## src/hw/rtl/kdb_pkg.sv

```systemverilog
// ----------------------------------------------------------------------------
// kdb_pkg: shared types and constants for the key debouncer
// Slot geometry, register indexes and the slot unit's interface structs.
// ----------------------------------------------------------------------------
package kdb_pkg;

  localparam int unsigned NumKeys    = 8;
  localparam int unsigned PinsPerKey = 3;
  localparam int unsigned SlotCount  = 24;
  localparam int unsigned SlotW      = 5;
  localparam int unsigned KeyW       = 3;
  localparam int unsigned PinW       = 2;
  localparam int unsigned CntW       = 2;
  localparam int unsigned HoldW      = 8;
  localparam int unsigned CfgIdxW    = 2;
  localparam int unsigned CfgDataW   = 24;

  localparam logic [CntW-1:0]  CntMax  = CntW'(PinsPerKey);
  localparam logic [HoldW-1:0] HoldMax = '1;

  localparam logic [CfgIdxW-1:0] RegDebouncePolls = 2'd0;
  localparam logic [CfgIdxW-1:0] RegActiveLowMask = 2'd1;
  localparam logic [CfgIdxW-1:0] RegSlotEnable    = 2'd2;
  localparam logic [CfgIdxW-1:0] RegEventsEnabled = 2'd3;

  typedef struct packed {
    logic             first;
    logic             sense;
    logic             raw;
    logic             stable;
    logic [HoldW-1:0] hold;
    logic [HoldW-1:0] debounce;
    logic [CntW-1:0]  cnt;
    logic             reported;
    logic             asleep;
    logic             events_en;
  } slot_in_t;

  typedef struct packed {
    logic             raw;
    logic             stable;
    logic [HoldW-1:0] hold;
    logic [CntW-1:0]  cnt;
    logic             reported;
    logic             asleep;
    logic             evt;
    logic             evt_pressed;
  } slot_out_t;

endpackage

```

## src/hw/rtl/kdb_slot_unit.sv

```systemverilog
// ----------------------------------------------------------------------------
// kdb_slot_unit: shared debounce update for one pin slot
// Hold count, raw/stable tracking, key press count and event decision.
// ----------------------------------------------------------------------------
module kdb_slot_unit (
  input  kdb_pkg::slot_in_t  s_i,
  output kdb_pkg::slot_out_t s_o
);

  logic changed;
  logic flip;

  always_comb begin
    s_o = '0;
    s_o.raw      = s_i.raw;
    s_o.stable   = s_i.stable;
    s_o.hold     = s_i.hold;
    s_o.cnt      = s_i.cnt;
    s_o.reported = s_i.reported;
    s_o.asleep   = s_i.asleep;
    s_o.evt_pressed = s_i.sense;
    changed = 1'b0;
    flip    = 1'b0;
    if (s_i.first) begin
      s_o.raw    = s_i.sense;
      s_o.stable = s_i.sense;
      s_o.hold   = '0;
      if (s_i.sense && s_i.cnt < kdb_pkg::CntMax) s_o.cnt = s_i.cnt + 1'b1;
    end else begin
      changed = s_i.sense != s_i.raw;
      if (changed) begin
        s_o.raw  = s_i.sense;
        s_o.hold = '0;
      end else if (s_i.hold != kdb_pkg::HoldMax) begin
        s_o.hold = s_i.hold + 1'b1;
      end
      flip = (s_i.sense != s_i.stable) && (s_o.hold >= s_i.debounce);
      if (flip) begin
        s_o.stable = s_i.sense;
        if (s_i.sense) begin
          if (s_i.cnt < kdb_pkg::CntMax) begin
            s_o.cnt = s_i.cnt + 1'b1;
            if (s_i.cnt == '0) begin
              s_o.asleep   = 1'b0;
              s_o.reported = !s_i.asleep && s_i.events_en;
              s_o.evt      = !s_i.asleep && s_i.events_en;
            end
          end
        end else if (s_i.cnt != '0) begin
          s_o.cnt = s_i.cnt - 1'b1;
          if (s_i.cnt == kdb_pkg::CntW'(1)) begin
            s_o.evt      = s_i.reported;
            s_o.reported = 1'b0;
          end
        end
      end
    end
  end

endmodule

```

## src/hw/rtl/multi_input_key_debouncer_top.sv

```systemverilog
// ----------------------------------------------------------------------------
// multi_input_key_debouncer_top: multi-pin key debouncer
// Walks the pin slots of each poll tick through one shared slot unit.
//
// Usage:
//   Input channel: one beat per poll tick (raw_levels_i, screen_asleep_i),
//   valid/stall. in_stall_o is high while a tick is being processed.
//   Output channel: one beat per key press/release event, in key then pin
//   order; last_event_o marks the final event of a tick. A tick with no
//   events produces no beat.
//   Timing: an accepted tick holds in_stall_o high while the walk visits all
//   24 slots and the flush state, so a new tick is taken only in idle.
//   An event that waits on a stalled receiver lengthens the walk.
//   Stall: the walk pauses on a slot whose event cannot yet be buffered; no
//   event is dropped.
//   Reset: debounce_polls = 3, masks and events_enabled cleared, all slot
//   state zero; the first tick after reset only loads pin states.
//   Configuration: cfg_we_i writes cfg_data_i to register cfg_index_i; write
//   only while the block is idle.
// ----------------------------------------------------------------------------
module multi_input_key_debouncer_top (
  input  logic                          clk_i,
  input  logic                          rst_ni,
  input  logic                          in_valid_i,
  output logic                          in_stall_o,
  input  logic [kdb_pkg::SlotCount-1:0] raw_levels_i,
  input  logic                          screen_asleep_i,
  output logic                          out_valid_o,
  input  logic                          out_stall_i,
  output logic [kdb_pkg::KeyW-1:0]      key_index_o,
  output logic                          key_pressed_o,
  output logic                          last_event_o,
  input  logic                          cfg_we_i,
  input  logic [kdb_pkg::CfgIdxW-1:0]   cfg_index_i,
  input  logic [kdb_pkg::CfgDataW-1:0]  cfg_data_i
);

  localparam logic [1:0] StIdle  = 2'd0;
  localparam logic [1:0] StWalk  = 2'd1;
  localparam logic [1:0] StFlush = 2'd2;

  localparam logic [kdb_pkg::SlotW-1:0] LastSlot = kdb_pkg::SlotW'(kdb_pkg::SlotCount - 1);
  localparam logic [kdb_pkg::PinW-1:0]  LastPin  = kdb_pkg::PinW'(kdb_pkg::PinsPerKey - 1);

  logic [kdb_pkg::HoldW-1:0]     debounce_q;
  logic [kdb_pkg::SlotCount-1:0] active_low_q, enable_q;
  logic                          events_en_q;

  logic [1:0]                    state_q, state_d;
  logic [kdb_pkg::SlotW-1:0]     slot_q;
  logic [kdb_pkg::KeyW-1:0]      key_q;
  logic [kdb_pkg::PinW-1:0]      pin_q;
  logic                          first_q;
  logic                          asleep_q;
  logic [kdb_pkg::SlotCount-1:0] sense_q;

  logic [kdb_pkg::SlotCount-1:0] raw_q, stable_q;
  logic [kdb_pkg::HoldW-1:0]     hold_q [kdb_pkg::SlotCount];
  logic [kdb_pkg::CntW-1:0]      cnt_q [kdb_pkg::NumKeys];
  logic [kdb_pkg::NumKeys-1:0]   rep_q;

  logic                          pend_valid_q;
  logic [kdb_pkg::KeyW-1:0]      pend_key_q;
  logic                          pend_pressed_q;

  logic                          out_valid_q;
  logic [kdb_pkg::KeyW-1:0]      out_key_q;
  logic                          out_pressed_q;
  logic                          out_last_q;

  kdb_pkg::slot_in_t             su_in;
  kdb_pkg::slot_out_t            su_out;

  logic in_acc;
  logic out_free;
  logic slot_en;
  logic commit;
  logic push;
  logic push_last;

  assign in_stall_o = state_q != StIdle;
  assign in_acc     = in_valid_i && !in_stall_o;
  assign out_free   = !out_valid_q || !out_stall_i;
  assign slot_en    = enable_q[slot_q];

  always_comb begin
    su_in.first     = first_q;
    su_in.sense     = sense_q[slot_q];
    su_in.raw       = raw_q[slot_q];
    su_in.stable    = stable_q[slot_q];
    su_in.hold      = hold_q[slot_q];
    su_in.debounce  = debounce_q;
    su_in.cnt       = cnt_q[key_q];
    su_in.reported  = rep_q[key_q];
    su_in.asleep    = asleep_q;
    su_in.events_en = events_en_q;
  end

  kdb_slot_unit u_slot (
    .s_i(su_in),
    .s_o(su_out)
  );

  always_comb begin
    commit    = 1'b0;
    push      = 1'b0;
    push_last = 1'b0;
    state_d   = state_q;
    unique case (state_q)
      StIdle: begin
        if (in_acc) state_d = StWalk;
      end
      StWalk: begin
        commit = !(slot_en && su_out.evt && pend_valid_q && !out_free);
        push   = commit && slot_en && su_out.evt && pend_valid_q;
        if (commit && slot_q == LastSlot) state_d = StFlush;
      end
      StFlush: begin
        if (!pend_valid_q) begin
          state_d = StIdle;
        end else if (out_free) begin
          push      = 1'b1;
          push_last = 1'b1;
          state_d   = StIdle;
        end
      end
      default: state_d = StIdle;
    endcase
  end

  always_ff @(posedge clk_i or negedge rst_ni) begin
    if (!rst_ni) begin
      debounce_q   <= 8'd3;
      active_low_q <= '0;
      enable_q     <= '0;
      events_en_q  <= 1'b0;
    end else if (cfg_we_i) begin
      unique case (cfg_index_i)
        kdb_pkg::RegDebouncePolls: debounce_q   <= cfg_data_i[kdb_pkg::HoldW-1:0];
        kdb_pkg::RegActiveLowMask: active_low_q <= cfg_data_i;
        kdb_pkg::RegSlotEnable:    enable_q     <= cfg_data_i;
        kdb_pkg::RegEventsEnabled: events_en_q  <= cfg_data_i[0];
        default: ;
      endcase
    end
  end

  always_ff @(posedge clk_i or negedge rst_ni) begin
    if (!rst_ni) begin
      state_q      <= StIdle;
      slot_q       <= '0;
      key_q        <= '0;
      pin_q        <= '0;
      first_q      <= 1'b1;
      asleep_q     <= 1'b0;
      sense_q      <= '0;
      raw_q        <= '0;
      stable_q     <= '0;
      rep_q        <= '0;
      pend_valid_q <= 1'b0;
      pend_key_q   <= '0;
      pend_pressed_q <= 1'b0;
      for (int i = 0; i < kdb_pkg::SlotCount; i++) hold_q[i] <= '0;
      for (int k = 0; k < kdb_pkg::NumKeys; k++) cnt_q[k] <= '0;
    end else begin
      state_q <= state_d;
      if (in_acc) begin
        sense_q  <= raw_levels_i ^ active_low_q;
        asleep_q <= screen_asleep_i;
        slot_q   <= '0;
        key_q    <= '0;
        pin_q    <= '0;
      end
      if (commit) begin
        if (slot_en) begin
          raw_q[slot_q]    <= su_out.raw;
          stable_q[slot_q] <= su_out.stable;
          hold_q[slot_q]   <= su_out.hold;
          cnt_q[key_q]     <= su_out.cnt;
          rep_q[key_q]     <= su_out.reported;
          asleep_q         <= su_out.asleep;
          if (su_out.evt) begin
            pend_valid_q   <= 1'b1;
            pend_key_q     <= key_q;
            pend_pressed_q <= su_out.evt_pressed;
          end
        end
        slot_q <= slot_q + 1'b1;
        if (pin_q == LastPin) begin
          pin_q <= '0;
          key_q <= key_q + 1'b1;
        end else begin
          pin_q <= pin_q + 1'b1;
        end
      end
      if (state_q == StFlush) begin
        first_q <= 1'b0;
        if (push) pend_valid_q <= 1'b0;
      end
    end
  end

  always_ff @(posedge clk_i or negedge rst_ni) begin
    if (!rst_ni) begin
      out_valid_q <= 1'b0;
    end else if (push) begin
      out_valid_q <= 1'b1;
    end else if (!out_stall_i) begin
      out_valid_q <= 1'b0;
    end
  end

  always_ff @(posedge clk_i) begin
    if (push) begin
      out_key_q     <= pend_key_q;
      out_pressed_q <= pend_pressed_q;
      out_last_q    <= push_last;
    end
  end

  assign out_valid_o   = out_valid_q;
  assign key_index_o   = out_key_q;
  assign key_pressed_o = out_pressed_q;
  assign last_event_o  = out_last_q;

  a_idle_no_pending: assert property (@(posedge clk_i) disable iff (!rst_ni)
    (state_q == StIdle) |-> !pend_valid_q)
    else $error("pending event left over in idle");

  a_first_cleared: assert property (@(posedge clk_i) disable iff (!rst_ni)
    (state_q == StFlush && state_d == StIdle) |=> !first_q)
    else $error("first-tick flag not cleared after a tick");

  a_last_only_in_flush: assert property (@(posedge clk_i) disable iff (!rst_ni)
    (push && push_last) |-> (state_q == StFlush))
    else $error("final event beat outside of flush");

  a_no_push_when_full: assert property (@(posedge clk_i) disable iff (!rst_ni)
    push |-> out_free)
    else $error("event beat pushed over an unaccepted beat");

  a_slot_in_range: assert property (@(posedge clk_i) disable iff (!rst_ni)
    (state_q == StWalk) |-> (slot_q <= LastSlot))
    else $error("slot counter past the last slot");

endmodule

```

## config.mk

```make
export PLATFORM = sky130hd
export DESIGN_NAME = multi_input_key_debouncer_top
export DESIGN_NICKNAME = d
export VERILOG_FILES = /design/src/hw/rtl/kdb_pkg.sv /design/src/hw/rtl/kdb_slot_unit.sv /design/src/hw/rtl/multi_input_key_debouncer_top.sv
export SDC_FILE = /design/constraint.sdc
export NUM_CORES = 1
export LEC_CHECK = 0
export BUFFER_PORTS_ARGS = -buffer_cell sky130_fd_sc_hd__buf_2
export CAP_MARGIN = 10
export CORE_UTILIZATION = 45
export CTS_CLUSTER_DIAMETER = 100
export CTS_CLUSTER_SIZE = 24
export DETAILED_ROUTE_END_ITERATION = 6
export PLACE_DENSITY = 0.63
export SLEW_MARGIN = 20
export SYNTH_ARGS = -nofsm -noshare
export SYNTH_HDL_FRONTEND = slang
export SYNTH_HIERARCHICAL = 1
export SYNTH_SLANG_ARGS = --single-unit
```

## constraint.sdc

```tcl
create_clock -name clk_i -period 15.8 [get_ports clk_i]
set_clock_uncertainty 0.15 [all_clocks]
set_input_delay 1.58 -clock clk_i [delete_from_list [all_inputs] [get_ports clk_i]]
set_output_delay 1.58 -clock clk_i [all_outputs]
set_load 0.01 [all_outputs]
```

# Yosys cells after proc, flatten, opt, wreduce, memory -nomap -nowiden
# Cells that the tools add are included.
dict set report totals {
  n_memories 0
  mem_bits_ro 0
  ram_bits 0
  latch_bits 0
  elab_cells 202
  output_inout_bits 7
  reg_bits 370
  inputBits 56
}
dict set report classes {
  n_mux 74
  n_eq_ne 20
  magnitude_cmp 10
  n_mul 0
  reduce_logical 36
  shifts 0
  n_addsub 6
  div_mod_pow 0
  n_bitwise 3
}
# op count
set ops {}
lappend ops {{$bwmux 192} 1}
lappend ops {{$bwmux 24} 2}
lappend ops {{$mux 8} 6}
lappend ops {{$bmux 8 s5} 1}
lappend ops {{$demux 8 s5} 1}
lappend ops {{$mux 1} 27}
lappend ops {{$xor 24x24->24} 1}
lappend ops {{$mux 2} 11}
lappend ops {{$mux 3} 7}
lappend ops {{$bmux 1 s5} 4}
lappend ops {{$mux 5} 4}
lappend ops {{$bwmux 16} 1}
lappend ops {{$logic_and 1x1->1} 15}
lappend ops {{$mux 12} 1}
lappend ops {{$reduce_and 2->1} 5}
lappend ops {{$ne 3x2->1 const B} 3}
lappend ops {{$ne 3x3->1 const B} 3}
lappend ops {{$add 8x1->8 const B} 1}
lappend ops {{$bwmux 8} 1}
lappend ops {{$eq 2x2->1 const B} 4}
lappend ops {{$ge 8x8->1} 1}
lappend ops {{$ne 8x8->1 const B} 1}
lappend ops {{$bmux 2 s3} 1}
lappend ops {{$demux 2 s3} 1}
lappend ops {{other kinds (31)} 46}

# Logic depth before layout (Yosys ltp)
dict set report depth {
  word_depth 22
  mapped_depth 26
  mapped_depth_nobuf 22
}

# Cells and area by module
# The synthesis kept the hierarchy.
# mod area_each_um2 n_inst cells_per_inst seq_area_each_um2
set modules_own_cells {}
lappend modules_own_cells {multi_input_key_debouncer_top 17043.8 1 1153 9287.7}
lappend modules_own_cells {kdb_slot_unit 754.5 1 107 0.0}

# Worst setup path after synthesis
# OpenSTA, ideal clock, no wires.
dict set report synth_timing {
  kind {flip-flop to flip-flop}
  from {reg slot_q[0] (netlist name)}
  to {reg slot_q[2] (netlist name)}
  path_stages_with_launch 25
  path_slack_ns 9.831
  arrival_ns 5.695
  n_path_buf 5
  required_ns 15.526
  path_cell_list {dfrtp_1 > buf_2 > buf_2 > buf_2 > mux4_2 > mux2i_1 > o221ai_1 > ha_1 > and2_1 > nand3_1 > mux2i_1 > nor2_1 > ha_1 > nor2b_1 > o211a_1 > o311ai_4 > a221o_2 > a21oi_1 > and4_1 > clkbuf_1 > nand4_1 > o2111ai_1 > clkbuf_1 > nor3b_1 > a211o_1}
}
# element line
set synth_rtl {}
lappend synth_rtl {{start, declared} multi_input_key_debouncer_top.sv:50} ;# logic [kdb_pkg::SlotW-1:0] slot_q;
lappend synth_rtl {{start signal, assigned} multi_input_key_debouncer_top.sv:188} ;# slot_q <= slot_q + 1'b1;

==> results.sh <==
export IMPL_outcome="finished, final reports clean"
export IMPL_drive_gt1_frac=0.407
export IMPL_syn_area_sq_mm=0.0178
export IMPL_cpMaxStageDelayCell="o2111ai_1"
export IMPL_rsz0062_at_grt="false"
export IMPL_maxSlewViolCount=0
export IMPL_finalWirelength_um=39600
export IMPL_cellLeakagePower_nw=8.85
export IMPL_cts_tree="yes"
export IMPL_placed_cells=1768
export IMPL_grt_start_max_net_pins=177
export IMPL_grtUsageTotal=0.204
export IMPL_drcViolationCount=0
export IMPL_slew_headroom=0.281
export IMPL_synth_top_cell_by_area="dfrtp_1"
export IMPL_die_area_sq_mm=0.0404
export IMPL_synth_top_cells_by_count="362 x dfrtp_1, 301 x mux2_2, 72 x mux4_2"
export IMPL_synth_seq_area_share=0.522
export IMPL_root_buffer="clkbuf_16"
export IMPL_pin_count=63
export IMPL_synth_fp_nets=1340
export IMPL_clk_pin_slew_ns=0.10
export IMPL_fin_crit_sh=0.495
export IMPL_wl_per_cell_um=22.0
export IMPL_crit_family="compound AO/OA/AOI/OAI gates"
export IMPL_critPathMaxFanout=45
export IMPL_finalSetupTns_ns=0
export IMPL_cp_required_ns=16.10
export IMPL_cpPeakStageDelay_ns=1.07
export IMPL_start_kind="register"
export IMPL_ys_seq_elements=370
export IMPL_die_h_um=201
export IMPL_crit_arrival_ns=8.12
export IMPL_final_nets=1351
export IMPL_port_buffers=62
export IMPL_ys_types=65
export IMPL_yosysMostFrequentCell="dfrtp_1"
export IMPL_grt_pass1_vias=10900
export IMPL_dp_hpwl_um=25700
export IMPL_async_reset_ff_frac=0.986
export IMPL_stdcell_count=1800
export IMPL_setup_violations_final=0
export IMPL_overflow=0
export IMPL_htreeDepth=1
export IMPL_final_fill_count=3357
export IMPL_cts_buffers=19
export IMPL_worst_slew_pin_slew_ns=1.08
export IMPL_grt_pass1_wl_um=65000
export IMPL_p_per_area_mw_per_mm2=142
export IMPL_fmax_ghz=0.128
export IMPL_cts_sinks=370
export IMPL_crit_path_end_kind="register"
export IMPL_rows=72
export IMPL_fp_dieW_um=201
export IMPL_hold_viol_final=0
export IMPL_cp_depth=21
export IMPL_cp_num_buf_inv=1
export IMPL_netlist_area_leader_share=0.509
export IMPL_synth_edf_count=5
export IMPL_vias=10300
export IMPL_yosys_top_cells_area="dfrtp_1 51%, mux2_2 19%, mux4_2 9.1%"
export IMPL_ctsResizeCount=0
export IMPL_cts_max_path_buffers=3
export IMPL_crit_type="reg2reg"
export IMPL_maxCapViolCount=0
export IMPL_syn_area_per_cell_sq_um=14.1
export IMPL_place_congestion=0.860
export IMPL_grt_antenna_before_repair=0
export IMPL_start_util=0.458
export IMPL_syn2layout_area_growth_pct=7.28
export IMPL_synthCells=1260
export IMPL_synth_warnings=6
export IMPL_coreArea_sq_mm=0.0388
export IMPL_layout_min_cycle_time_ns=7.82
export IMPL_drt_iter0_markers=674
export IMPL_ant_nets=0
export IMPL_worstHoldPathType="reg2reg"
export IMPL_r2r_cells=21
export IMPL_ys_dominant_reg_cell="dfrtp_1"
export IMPL_holdBufCountCts=0
export IMPL_path_cells="buf_4 > mux4_2 > mux2i_1 > nor2_1 > a21oi_1 > o221ai_1 > ha_1 > and2_1 > nand3_1 > mux2i_1 > nor2_1 > ha_1 > nor2b_1 > o211a_1 > o311ai_4 > a221o_2 > a21oi_1 > nand4_1 > o2111ai_1 > and2_1 > o2bb2ai_1"
export IMPL_irDropWorstVdd_mv=0.0888
export IMPL_avgViaCountPerCell=5.74
export IMPL_firstDrtPassIters=5
export IMPL_hold_path_depth=0
export IMPL_clock_latency_ns=0.54
export IMPL_post_cts_setup_buffer_count=0
## power by group
group	internal, mW	total [mW]	switching (mW)
registers	1.08	1.20	0.117
logic	0.393	0.973	0.579
clock network	0.237	0.543	0.306
## metrics by stage
| stage | total power [mW] | setup slack [ns] | util | instance area (sq um) | hold WS (ns) |
|---|---|---|---|---|---|
| final | 2.72 | 7.98 | 0.492 | 19100 | 0.309 |
| after CTS | 2.74 | 8.02 | 0.492 | 19100 | 0.308 |
| after detailed placement | 2.19 | 8.01 | 0.477 | 18500 | 0.283 |
| after global routing | 2.88 | 7.37 | 0.492 | 19100 | 0.326 |
| after floorplan | 1.90 | 9.83 | - | 17800 | 0.268 |
| after global placement | 2.17 | 8.15 | 0.477 | 18500 | 0.278 |
## state kept, by name, indices dropped and copies added, names as in the netlist, 2 cells and up
signal        count
hold_q          192
enable_q         24
stable_q         24
pin_q             2
debounce_q        8
active_low_q     24
raw_q            24
pend_key_q        3
state_q           2
sense_q          24
rep_q             8
key_q             3
cnt_q            16
slot_q            5
key_index_o       3
## layer usage
| layer | wire length, um | vias up | GRT usage |
|---|---|---|---|
| li1 | - | 4641 | - |
| met1 | 18500 | 5451 | 0.297 |
| met2 | 18800 | 188 | 0.331 |
| met3 | 1400 | 53 | 0.0224 |
| met4 | 887 | 0 | 0.0455 |
| met5 | 0 | - | 0 |
## placed cells by master (no fill, tap or decap), types with 8 or more instances in the layout
cell and instances:
dfrtp_1 359, mux2_2 301, mux4_2 72, buf_2 61
nand2_1 50, mux2i_1 34, nor2_1 32, o21ai_0 32
mux2_1 26, xnor2_1 25, ha_1 24, inv_1 23
and3_1 19, clkbuf_16 19, buf_4 17, a21oi_1 15
o221ai_1 11, nand3_1 11, nand2b_1 10, nand3_2 9
nor3b_1 8, nor3_1 8
## cell type report
type / count / area (sq um) / area share
clock buffer: 28 / 529 / 0.0277
antenna: 1 / 2.50 / 0.000131
clock inverter: 3 / 22.5 / 0.00118
timing repair buffer: 81 / 479 / 0.0251
tap: 518 / 648 / 0.0339
sequential: 370 / 9300 / 0.487
inverter: 23 / 86.3 / 0.00452
multi-input combinational: 776 / 8030 / 0.421
## logic make-up (layout without fill, tap and decap cells)
kind of cell / after synthesis / after routing / synth area share
fa+ha+maj: 24 / 24 / 0.0169
other cells: 0 / 1 / 0
xor+xnor: 29 / 29 / 0.0143
compound gates: 101 / 101 / 0.0417
flops: 370 / 370 / 0.522
buf+inv: 114 / 135 / 0.0285
mux: 436 / 436 / 0.320
simple gates: 186 / 186 / 0.0572
## path summary, 6_finish.rpt
kind	startpoint	end	slack, ns
worst max-delay path	slot_q[0]$_DFFE_PN0P_	slot_q[3]$_DFFE_PN0P_	7.98
worst min-delay path	pend_key_q[1]$_DFFE_PN0P_	key_index_o[1]$_DFFE_PP_	0.31
worst max register to register	slot_q[0]$_DFFE_PN0P_	slot_q[3]$_DFFE_PN0P_	7.98
worst min register to register	pend_key_q[1]$_DFFE_PN0P_	key_index_o[1]$_DFFE_PP_	0.31
max in group asynchronous	rst_ni	slot_q[1]$_DFFE_PN0P_	13.05
min in group asynchronous	rst_ni	active_low_q[0]$_DFFE_PN0P_	0.93
(Power assumes the default switching activity.)
